===== src/design/assert_macros.svh =====
// assertion macros for the rtl files
// no dependencies; disabled as a whole by defining ASSERT_OFF
`ifndef ASSERT_MACROS_SVH
`define ASSERT_MACROS_SVH

`ifndef ASSERT_OFF
`define ASSERT_PROP(label, clk, rst_n, prop) \
	label: assert property (@(posedge clk) disable iff (!rst_n) prop) \
		else $error("assertion failed");
`define ASSERT_NEVER(label, clk, rst_n, expr) \
	label: assert property (@(posedge clk) disable iff (!rst_n) !(expr)) \
		else $error("forbidden condition seen");
`else
`define ASSERT_PROP(label, clk, rst_n, prop)
`define ASSERT_NEVER(label, clk, rst_n, expr)
`endif

`endif


===== src/design/lcd_pkg.sv =====
// shared widths, register indexes and pipeline types of the line crossing detector
// no dependencies
package lcd_pkg;

	localparam int COORD_BITS    = 12;
	localparam int DIFF_BITS     = COORD_BITS + 1;
	localparam int PROD_BITS     = 2 * DIFF_BITS;
	localparam int SUM_BITS      = PROD_BITS + 1;
	localparam int TAG_BITS      = 16;
	localparam int HIST_BITS     = 8;
	localparam int LINE_REG_BITS = 12;
	localparam int CFG_IDX_BITS  = 3;
	localparam int CFG_DATA_BITS = 12;

	localparam logic [CFG_IDX_BITS-1:0] REG_LINE_START_X = 3'd0;
	localparam logic [CFG_IDX_BITS-1:0] REG_LINE_START_Y = 3'd1;
	localparam logic [CFG_IDX_BITS-1:0] REG_LINE_END_X   = 3'd2;
	localparam logic [CFG_IDX_BITS-1:0] REG_LINE_END_Y   = 3'd3;
	localparam logic [CFG_IDX_BITS-1:0] REG_MIN_HISTORY  = 3'd4;

	localparam logic [HIST_BITS-1:0] MIN_HISTORY_RST = 8'd2;

	typedef logic signed [DIFF_BITS-1:0] diff_t;
	typedef logic signed [PROD_BITS-1:0] prod_t;
	typedef logic signed [SUM_BITS-1:0]  sum_t;

	// sideband that travels with each item down the pipeline
	typedef struct packed {
		logic                valid;
		logic                eligible;
		logic [TAG_BITS-1:0] tag;
	} lcd_side_t;

endpackage


===== src/design/line_crossing_detector_core.sv =====
// top level of the line crossing detector: config registers and four-stage pipeline
// depends on lcd_pkg, lcd_delta, lcd_cross, lcd_judge and assert_macros.svh

// Tests each tracked object's motion step (previous centre to current
// centre) against a tripwire segment held in configuration registers and
// reports a crossing flag and its direction. The pipeline takes one item
// in every cycle: busy is always low, so a transaction is accepted at any
// edge with start high. Each result passes the side_s1, side_s2, side_s3
// and done registers, with done high for one cycle; results leave in
// order and the receiver cannot hold them off, so no stage ever stalls.
// The four stages are the coordinate differences, the signed cross
// products (one multiplier per product), the determinant and numerator
// subtractions, and the sign and magnitude range checks. Configuration
// writes are always accepted (cfg_ready high) and take effect for items
// accepted after the write; writes to an unknown index are dropped.
`include "assert_macros.svh"

module line_crossing_detector_core import lcd_pkg::*; (
	input  logic                     clk,
	input  logic                     arst_n,
	// item transaction
	input  logic                     start,
	output logic                     busy,
	input  logic [TAG_BITS-1:0]      object_tag,
	input  logic                     alive,
	input  logic [HIST_BITS-1:0]     history_len,
	input  logic [COORD_BITS-1:0]    prev_x,
	input  logic [COORD_BITS-1:0]    prev_y,
	input  logic [COORD_BITS-1:0]    cur_x,
	input  logic [COORD_BITS-1:0]    cur_y,
	// result strobe
	output logic                     done,
	output logic [TAG_BITS-1:0]      tag_out,
	output logic                     crossed,
	output logic                     a_to_b,
	// configuration write transaction
	input  logic                     cfg_valid,
	output logic                     cfg_ready,
	input  logic [CFG_IDX_BITS-1:0]  cfg_index,
	input  logic [CFG_DATA_BITS-1:0] cfg_data
);

	// tripwire and eligibility registers
	logic [LINE_REG_BITS-1:0] line_start_x_q, line_start_y_q;
	logic [LINE_REG_BITS-1:0] line_end_x_q, line_end_y_q;
	logic [HIST_BITS-1:0]     min_history_q;

	lcd_side_t side_in, side_s1, side_s3;
	diff_t     ax_s1, ay_s1, bx_s1, by_s1, dx_s1, dy_s1, ux_s1, uy_s1;
	sum_t      det_s3, rn_s3, sn_s3, d1_s3;

	// no back-pressure anywhere in the pipeline
	assign busy      = 1'b0;
	assign cfg_ready = 1'b1;

	always_ff @(posedge clk or negedge arst_n) begin
		if (!arst_n) begin
			line_start_x_q <= '0;
			line_start_y_q <= '0;
			line_end_x_q   <= '0;
			line_end_y_q   <= '0;
			min_history_q  <= MIN_HISTORY_RST;
		end else if (cfg_valid && cfg_ready) begin
			unique case (cfg_index)
				REG_LINE_START_X: line_start_x_q <= cfg_data[LINE_REG_BITS-1:0];
				REG_LINE_START_Y: line_start_y_q <= cfg_data[LINE_REG_BITS-1:0];
				REG_LINE_END_X:   line_end_x_q   <= cfg_data[LINE_REG_BITS-1:0];
				REG_LINE_END_Y:   line_end_y_q   <= cfg_data[LINE_REG_BITS-1:0];
				REG_MIN_HISTORY:  min_history_q  <= cfg_data[HIST_BITS-1:0];
				default: begin
					// unknown index, write dropped
				end
			endcase
		end
	end

	// eligibility is settled at entry so only one bit travels on
	always_comb begin
		side_in.valid    = start && !busy;
		side_in.eligible = alive && (history_len > min_history_q);
		side_in.tag      = object_tag;
	end

	lcd_delta u_delta (
		.clk     (clk),
		.arst_n  (arst_n),
		.side_in (side_in),
		.px      (prev_x),
		.py      (prev_y),
		.cx      (cur_x),
		.cy      (cur_y),
		.sx      (COORD_BITS'(line_start_x_q)),
		.sy      (COORD_BITS'(line_start_y_q)),
		.ex      (COORD_BITS'(line_end_x_q)),
		.ey      (COORD_BITS'(line_end_y_q)),
		.side_s1 (side_s1),
		.ax_s1   (ax_s1),
		.ay_s1   (ay_s1),
		.bx_s1   (bx_s1),
		.by_s1   (by_s1),
		.dx_s1   (dx_s1),
		.dy_s1   (dy_s1),
		.ux_s1   (ux_s1),
		.uy_s1   (uy_s1)
	);

	// products, then det = a x b, rn = d x b, sn = a x d, d1 = a x (cur - start)
	lcd_cross u_cross (
		.clk     (clk),
		.arst_n  (arst_n),
		.side_s1 (side_s1),
		.ax_s1   (ax_s1),
		.ay_s1   (ay_s1),
		.bx_s1   (bx_s1),
		.by_s1   (by_s1),
		.dx_s1   (dx_s1),
		.dy_s1   (dy_s1),
		.ux_s1   (ux_s1),
		.uy_s1   (uy_s1),
		.side_s3 (side_s3),
		.det_s3  (det_s3),
		.rn_s3   (rn_s3),
		.sn_s3   (sn_s3),
		.d1_s3   (d1_s3)
	);

	// crossing when both ratios lie in [0,1]; a to b when prev is on the
	// positive side and cur strictly on the negative side
	lcd_judge u_judge (
		.clk     (clk),
		.arst_n  (arst_n),
		.side_s3 (side_s3),
		.det_s3  (det_s3),
		.rn_s3   (rn_s3),
		.sn_s3   (sn_s3),
		.d1_s3   (d1_s3),
		.done    (done),
		.tag_out (tag_out),
		.crossed (crossed),
		.a_to_b  (a_to_b)
	);

	// every accepted item yields its result on done after the pipeline registers
	`ASSERT_PROP(a_latency, clk, arst_n, start && !busy |-> ##4 done)
	// an item that is not alive never reports a crossing
	`ASSERT_PROP(a_dead_no_cross, clk, arst_n, start && !busy && !alive |-> ##4 !crossed)
	// direction is only reported for a crossing
	`ASSERT_NEVER(a_dir_needs_cross, clk, arst_n, a_to_b && !crossed)

endmodule


===== src/design/lcd_delta.sv =====
// stage 1: coordinate differences of tripwire and motion segment
// depends on lcd_pkg
module lcd_delta import lcd_pkg::*; (
	input  logic                  clk,
	input  logic                  arst_n,
	input  lcd_side_t             side_in,
	input  logic [COORD_BITS-1:0] px,
	input  logic [COORD_BITS-1:0] py,
	input  logic [COORD_BITS-1:0] cx,
	input  logic [COORD_BITS-1:0] cy,
	input  logic [COORD_BITS-1:0] sx,
	input  logic [COORD_BITS-1:0] sy,
	input  logic [COORD_BITS-1:0] ex,
	input  logic [COORD_BITS-1:0] ey,
	output lcd_side_t             side_s1,
	output diff_t                 ax_s1,
	output diff_t                 ay_s1,
	output diff_t                 bx_s1,
	output diff_t                 by_s1,
	output diff_t                 dx_s1,
	output diff_t                 dy_s1,
	output diff_t                 ux_s1,
	output diff_t                 uy_s1
);

	function automatic diff_t sub_u(input logic [COORD_BITS-1:0] a,
		input logic [COORD_BITS-1:0] b);
		return $signed({1'b0, a}) - $signed({1'b0, b});
	endfunction

	always_ff @(posedge clk or negedge arst_n) begin
		if (!arst_n) begin
			side_s1 <= '0;
		end else begin
			side_s1 <= side_in;
		end
	end

	// tripwire direction, reversed motion, prev and cur relative to start
	always_ff @(posedge clk) begin
		ax_s1 <= sub_u(ex, sx);
		ay_s1 <= sub_u(ey, sy);
		bx_s1 <= sub_u(px, cx);
		by_s1 <= sub_u(py, cy);
		dx_s1 <= sub_u(px, sx);
		dy_s1 <= sub_u(py, sy);
		ux_s1 <= sub_u(cx, sx);
		uy_s1 <= sub_u(cy, sy);
	end

endmodule


===== src/design/lcd_cross.sv =====
// stages 2 and 3: cross products, then determinant and numerators
// depends on lcd_pkg
module lcd_cross import lcd_pkg::*; (
	input  logic      clk,
	input  logic      arst_n,
	input  lcd_side_t side_s1,
	input  diff_t     ax_s1,
	input  diff_t     ay_s1,
	input  diff_t     bx_s1,
	input  diff_t     by_s1,
	input  diff_t     dx_s1,
	input  diff_t     dy_s1,
	input  diff_t     ux_s1,
	input  diff_t     uy_s1,
	output lcd_side_t side_s3,
	output sum_t      det_s3,
	output sum_t      rn_s3,
	output sum_t      sn_s3,
	output sum_t      d1_s3
);

	lcd_side_t side_s2;
	prod_t     ax_by_s2, ay_bx_s2, dx_by_s2, dy_bx_s2;
	prod_t     ax_dy_s2, ay_dx_s2, ax_uy_s2, ay_ux_s2;

	always_ff @(posedge clk or negedge arst_n) begin
		if (!arst_n) begin
			side_s2 <= '0;
			side_s3 <= '0;
		end else begin
			side_s2 <= side_s1;
			side_s3 <= side_s2;
		end
	end

	always_ff @(posedge clk) begin
		ax_by_s2 <= prod_t'(ax_s1) * prod_t'(by_s1);
		ay_bx_s2 <= prod_t'(ay_s1) * prod_t'(bx_s1);
		dx_by_s2 <= prod_t'(dx_s1) * prod_t'(by_s1);
		dy_bx_s2 <= prod_t'(dy_s1) * prod_t'(bx_s1);
		ax_dy_s2 <= prod_t'(ax_s1) * prod_t'(dy_s1);
		ay_dx_s2 <= prod_t'(ay_s1) * prod_t'(dx_s1);
		ax_uy_s2 <= prod_t'(ax_s1) * prod_t'(uy_s1);
		ay_ux_s2 <= prod_t'(ay_s1) * prod_t'(ux_s1);
	end

	always_ff @(posedge clk) begin
		det_s3 <= SUM_BITS'(ax_by_s2) - SUM_BITS'(ay_bx_s2);
		rn_s3  <= SUM_BITS'(dx_by_s2) - SUM_BITS'(dy_bx_s2);
		sn_s3  <= SUM_BITS'(ax_dy_s2) - SUM_BITS'(ay_dx_s2);
		d1_s3  <= SUM_BITS'(ax_uy_s2) - SUM_BITS'(ay_ux_s2);
	end

endmodule


===== src/design/lcd_judge.sv =====
// stage 4: range checks without division, direction and result register
// depends on lcd_pkg
module lcd_judge import lcd_pkg::*; (
	input  logic                clk,
	input  logic                arst_n,
	input  lcd_side_t           side_s3,
	input  sum_t                det_s3,
	input  sum_t                rn_s3,
	input  sum_t                sn_s3,
	input  sum_t                d1_s3,
	output logic                done,
	output logic [TAG_BITS-1:0] tag_out,
	output logic                crossed,
	output logic                a_to_b
);

	logic hit;

	// num/den within [0,1] for nonzero den; the caller excludes a den of zero
	function automatic logic in_unit(input sum_t num, input sum_t den);
		logic res;
		if (den > 0) begin
			res = (num >= 0) && (num <= den);
		end else begin
			res = (num <= 0) && (num >= den);
		end
		return res;
	endfunction

	assign hit = side_s3.eligible && (det_s3 != 0) &&
		in_unit(rn_s3, det_s3) && in_unit(sn_s3, det_s3);

	always_ff @(posedge clk or negedge arst_n) begin
		if (!arst_n) begin
			done    <= 1'b0;
			tag_out <= '0;
			crossed <= 1'b0;
			a_to_b  <= 1'b0;
		end else begin
			done    <= side_s3.valid;
			tag_out <= side_s3.tag;
			crossed <= hit;
			a_to_b  <= hit && (sn_s3 > 0) && (d1_s3 < 0);
		end
	end

endmodule

===== config.mk =====
export PLATFORM = sky130hd
export DESIGN_NAME = line_crossing_detector_core
export DESIGN_NICKNAME = d
export VERILOG_FILES = /design/src/design/lcd_pkg.sv /design/src/design/line_crossing_detector_core.sv /design/src/design/lcd_delta.sv /design/src/design/lcd_cross.sv /design/src/design/lcd_judge.sv
export VERILOG_INCLUDE_DIRS = /design/src /design/src/design
export SDC_FILE = /design/constraint.sdc
export NUM_CORES = 2
export LEC_CHECK = 0
export BUFFER_PORTS_ARGS = -buffer_cell sky130_fd_sc_hd__buf_4
export CORE_MARGIN = 4
export CORE_UTILIZATION = 55
export DETAILED_ROUTE_END_ITERATION = 8
export PLACE_DENSITY = 0.68
export SYNTH_ARGS = -nofsm -noshare
export SYNTH_HDL_FRONTEND = slang
export SYNTH_SLANG_ARGS = --single-unit

===== constraint.sdc =====
create_clock -name clk -period 7.8 [get_ports clk]
set_input_delay 1.17 -clock clk [delete_from_list [all_inputs] [get_ports clk]]
set_output_delay 1.17 -clock clk [all_outputs]
set_load 0.02 [all_outputs]

# Word-level counts from Yosys, hierarchy flattened
# Index checks and enable logic that the tools add are counted.
[word_totals] out_inout_bits=21 inputBits=92 elab_cells=93 regBits=549
[classes] n_lt_le_gt_ge=12 n_mux=2 n_eq_ne=4 n_mul=8 reduce_logical=17 add_sub_neg=12
[ops] op="13-bit by 13-bit multiplier with 26-bit output" n=8
[ops] op="26-bit by 26-bit subtractor with 27-bit output" n=4
[ops] op="12-bit by 12-bit subtractor with 13-bit output" n=8
[ops] op="27-bit by 1-bit greater-or-equal comparator with 1-bit output (second input constant)" n=2
[ops] op="27-bit greater-or-equal comparator" n=2
[ops] op="27-bit by 1-bit > comparator with 1-bit output (second input constant)" n=2
[ops] op="27-bit by 1-bit less-or-equal comparator with 1-bit output (second input constant)" n=2
[ops] op="27-bit less-or-equal comparator" n=2
[ops] op="32-bit nonzero test" n=1
[ops] op="27-bit by 1-bit less-than comparator with 1-bit output (second input constant)" n=1
[ops] op="1-bit logical AND" n=10
[ops] op="2-bit AND reduction" n=5
[ops] op="8-bit > comparator" n=1
[ops] op="3-bit by 2-bit == test with 1-bit output (second input constant)" n=2
[ops] op="3-bit by 1-bit == test with 1-bit output (second input constant)" n=1
[ops] op="3-bit == test (second input constant)" n=1
[ops] op="3-bit zero test" n=1
[ops] op="1-bit 2-to-1 mux" n=2

# Logic depth before layout (Yosys ltp)
[depth] depth_word=7 depth_mapped=24 mapped_depth_nobuf=23

# Cells and area by module
# From an unflattened synthesis, not the netlist that was laid out.
[unflattened] hier_cells=7877 area_unflattened_um2=74594.0
[by_module_without_submodules] mod="lcd_cross" seq_area_each_um2=7226.9 cells_per_inst=6688 n_inst=1 area_each_um2=62854.0
[by_module_without_submodules] mod="lcd_delta" seq_area_each_um2=2532.4 cells_per_inst=790 n_inst=1 area_each_um2=7337.0
[by_module_without_submodules] mod="line_crossing_detector_core" seq_area_each_um2=1402.6 cells_per_inst=163 n_inst=1 area_each_um2=2329.7
[by_module_without_submodules] mod="lcd_judge" seq_area_each_um2=475.5 cells_per_inst=236 n_inst=1 area_each_um2=2073.2

# Worst setup path after synthesis
# No wires, ideal clock.
[synth_timing] path_kind="register -> register" startpoint="register u_delta.bx_s1[5]" endpoint="register u_cross.dy_bx_s2[24]" t_arrival_ns=5.700 path_buffers=2 setup_time_ns=0.072 path_stages_with_launch=21 setup_slack_ns=2.028 required_time_ns=7.728 synth_period_minus_slack_ns=5.772 cell_sequence="dfxtp_1 clkbuf_1 clkbuf_1 nand2_1 fa_1 fa_1 inv_1 fa_1 fa_1 fa_1 fa_1 ha_1 a21o_1 a21o_1 a21o_1 o21bai_1 a31o_2 o41ai_4 o2111ai_1 a21oi_1 xnor2_1"
[synth_via] elab_chain_len=1
[synth_lines] element="from (decl)" line_no="lcd_delta.sv:18" text="output diff_t bx_s1,"
[synth_lines] element="from (signal assigned)" line_no="lcd_delta.sv:43" text="bx_s1 <= sub_u(px, cx);"
[synth_lines] element="13-bit by 13-bit multiplier with 26-bit output" line_no="lcd_cross.sv:40" text="dy_bx_s2 <= prod_t'(dy_s1) * prod_t'(bx_s1);"
[synth_lines] element="to (signal assigned)" line_no="lcd_cross.sv:40"
[synth_lines] element="to (decl)" line_no="lcd_cross.sv:23" text="prod_t ax_by_s2, ay_bx_s2, dx_by_s2, dy_bx_s2;"
# Every way passes these cells.
# A chain may end at the register's enable or synchronous reset.

# Final worst setup path
[layout_timing] startpoint="register u_delta.by_s1[1]" endpoint="register u_cross.dx_by_s2[22]"
[layout_via] elab_chain_len=1
[layout_lines] element="from (decl)" line_no="lcd_delta.sv:19" text="output diff_t by_s1,"
[layout_lines] element="from (signal assigned)" line_no="lcd_delta.sv:44" text="by_s1 <= sub_u(py, cy);"
[layout_lines] element="13-bit by 13-bit multiplier with 26-bit output" line_no="lcd_cross.sv:39" text="dx_by_s2 <= prod_t'(dx_s1) * prod_t'(by_s1);"
[layout_lines] element="to (signal assigned)" line_no="lcd_cross.sv:39"
[layout_lines] element="to (decl)" line_no="lcd_cross.sv:23"
# Every way passes these cells.

==> summary.md <==
| Metric | Value |
|---|---|
| Status | completed |
| Die ar. | 137000 sq um |
| Largest cells by area after synthesis | fa_1 36%, ha_1 14%, dfxtp_1 11%, inv_1 8.4%, and2_1 5.2% |
| Post-synthesis sequential area ratio | 15.4% |
| Rel. slew slack | 22.2% |
| Initial core utilization | 55.6% |
| Synth top area share | 36.2% |
| Crit start category | flop |
| Worst Path Required | 8380 ps |
| Final worst slack | 1270 ps |
| Reg area | 11100 sq um |
| Met3 Routed Length | 10800 microns |
| CP endpoint kind | flop |
| I/O Buffers | 110 |
| Area delta synth->final | 6.80% |
| Antenna-violating nets left | 0 |
| Count of unique library cells instantiated by Yosys | 82 |
| Fin. Hold Viols | 0 |
| Final worst path period need | 6530 ps |
| CTS buffer count | 58 |
| Reg-to-Reg End | u_cross.dx_by_s2[22] |
| Yosys reg bits | 523 |
| Vias per Instance | 5.33 |
| H-tree depth | 2 |
| Metal-1 WL | 74500 microns |
| Core Region | 130000 sq um |
| Via count | 50400 |
| Synth warn | 0 |
| Chip width | 371 microns |
| Crit path from | u_delta.by_s1[1] |
| Post-synthesis cell area | 72300 sq um |
| Clk_lat worst skew | 680 ps |
| Setup violators final | 0 |
| Post-Syn Instances | 7629 |
| CTS tree | yes |
| CP Max Fanout | 26 |
| Critical Path Sink | u_cross.dx_by_s2[22] |
| Max Slew Vio Count | 0 |
| GRT overflow | 0 |
| Layout Utilization | 59.4% |
| Initial antenna violation count | 16 |
| Global Route Usage Sum | 27.5% |
| Die Span Y | 371 microns |
| Period utilisation layout | 83.8% |
| Hold Path Class | reg -> reg |
| Top-count cell post-synth | inv_1 |
| CTS Hold Bufs | 0 |
| Final Skew | 40.5 ps |
| Top_reg_cell synth | dfxtp_1 |
| Top Metal Used | met5 |
| Post-synth top cells | 1623 x inv_1, 1307 x fa_1, 801 x nand2_1, 797 x ha_1, 605 x and2_1 |
| Asr flop ratio synth | 24.7% |
| Fmax | 0.153 GHz |
| Clk root buf | clkbuf_16 |
| Hpwl dp | 152000 microns |
| Unrepaired setup endpoints after global routing | false |
| Site Rows | 132 |
| Depth of the most critical reg-to-reg path | 19 |
| Total Routed Length | 181000 microns |
| DP Worst Slack | 1310 ps |
| Sink Count | 523 |
| Met2 Wirelength | 86300 microns |
| Internal reg-to-reg setup slack | 1270 ps |
| Pin count of the biggest net entering global routing | 77 |
| NumNets Final | 9850 |
| DRC Markers | 0 |
| Clock transition at path regs | 60 ps |
| I/O pins | 113 |
| Net count after synthesis | 9825 |
| Post-cts repair resize count | 0 |
| Area leader, netlist | fa_1 |
| Vias in the first global route | 54800 |
| Share of layout cells above drive strength 1 | 4.96% |
| Area of the multi-input gates | 54200 sq um |
| First-pass GRT wire length | 296000 microns |
| Fill count | 11200 |
| Avg WL per Cell | 19.2 microns |
| 1st-iter DRT viols | 2787 |
| Measured slew at the worst slew-check pin | 1160 ps |
| Longest Clk Path Bufs | 3 |
| Crit path DAT | 7120 ps |
| Crit Path Category | reg -> reg |
| DR pass1 iterations | 5 |
| Post-CTS setup buffer count | 0 |
| RePlAce Congestion | 0.911 |
| Mean Syn Cell Area | 9.48 sq um |
| Max cap viols | 0 |
| Setup TNS | 0 ps |
| Number of flops mapped to enable cells by yosys | 0 |
| Reg2reg start | u_delta.by_s1[1] |
-- sequential cells by signal (all words and copies together) (netlist names), 16 cells and up --
signal,cells
u_cross.dy_bx_s2,26
u_cross.ax_uy_s2,26
u_cross.ay_ux_s2,26
u_cross.ax_by_s2,26
u_cross.ay_dx_s2,26
u_judge.tag_out,16
u_cross.ax_dy_s2,26
u_cross.sn_s3,27
u_cross.rn_s3,27
u_cross.ay_bx_s2,26
u_cross.side_s2,18
u_cross.side_s3,18
u_cross.dx_by_s2,26
u_delta.side_s1,18
u_cross.det_s3,27
-- per-stage QoR --
| step | area, sq um | hold slack, ps | std cells |
|---|---|---|---|
| after floorplan | 72300 | 331 | 7629 |
| after global placement | 75200 | 332 | 9336 |
| after detailed placement | 75200 | 335 | 9336 |
| after CTS | 77200 | 347 | 9446 |
| after global routing | 77200 | 348 | 9446 |
| final | 77200 | 342 | 9453 |
-- how the worst min path moves through the flow --
stage	start	to	slack, ps	depth (start not counted)
final	u_cross.side_s2[0]	u_cross.side_s3[0]	340	0
after global routing	u_cross.side_s2[0]	u_cross.side_s3[0]	350	0
after CTS	u_delta.side_s1[16]	u_cross.side_s2[16]	350	0
after detailed placement	u_cross.side_s2[2]	u_cross.side_s3[2]	330	0
after global placement	u_cross.side_s3[0]	u_judge.tag_out[0]	330	0
after floorplan	u_delta.side_s1[0]	u_cross.side_s2[0]	330	0
-- per-layer routing --
| layer | track usage [%] | vias to the layer above |
|---|---|---|
| met3 | 3.95 | 348 |
| met2 | 46.7 | 1379 |
| met4 | 11.9 | 12 |
| met5 | 0 | - |
| li1 | - | 23300 |
| met1 | 35.3 | 25300 |
-- placed cells by master (no fill, tap or decap), types with 26 or more instances in the layout --
cell type / synthesis / layout
nor3_1: 62 / 62
a21oi_1: 190 / 190
dfrtp_1: 128 / 128
nor2b_1: 58 / 58
o21a_1: 48 / 48
buf_4: 2 / 208
ha_1: 797 / 797
inv_1: 1623 / 1623
xor2_1: 76 / 76
nor2_1: 285 / 285
nand4_1: 26 / 26
a21o_1: 99 / 99
and2_1: 605 / 605
dfxtp_1: 394 / 394
clkbuf_16: 0 / 58
nand2_1: 801 / 801
fa_1: 1307 / 1307
nand2b_1: 70 / 70
a21boi_0: 27 / 27
nand3_1: 44 / 44
o21ai_0: 163 / 163
o21bai_1: 33 / 33
mux2_2: 26 / 26
xnor2_1: 263 / 263
-- layout make-up --
| cell class | count | share of cell area, % |
|---|---|---|
| Multi-Input combinational cell | 5233 | 70.2 |
| Sequential cell | 523 | 14.4 |
| Inverter | 1627 | 7.91 |
| Tap cell | 1742 | 2.82 |
| Timing Repair Buffer | 211 | 2.09 |
| Clock buffer | 74 | 2.04 |
| Clock inverter | 36 | 0.567 |
| Antenna cell | 7 | 0.0227 |
-- cell families (layout without fill, tap and decap cells) --
family                   count (synthesis)  after routing  synth area share [%]
adder cells (fa/ha/maj)               2104           2104                  50.0
AND/OR/NAND/NOR                       2034           2034                  13.7
buffers and inverters                 1873           1948                  9.73
AO/OA/AOI/OAI                          727            727                  6.63
flip-flops                             523            523                  15.4
XOR/XNOR                               339            339                  4.11
multiplexers                            27             27                 0.419
other                                    2              9                0.0104
-- worst max-delay path: stages, from the launching register on --
cell and delay [ps]:
dfxtp_1 990, nand2_1 310, fa_1 670, fa_1 540, inv_1 290, fa_1 500
fa_1 540, inv_1 50, fa_1 470, inv_1 40, ha_1 270, ha_1 340
a21o_1 220, nor3_1 190, o211ai_1 160, a31oi_1 280, nor2b_1 70, o21ai_0 200
nor2b_1 180, xnor2_1 120
Power is left out: the tool's default activity adds up to more than one toggle a clock period on the data nets, which glitch-free logic cannot reach.
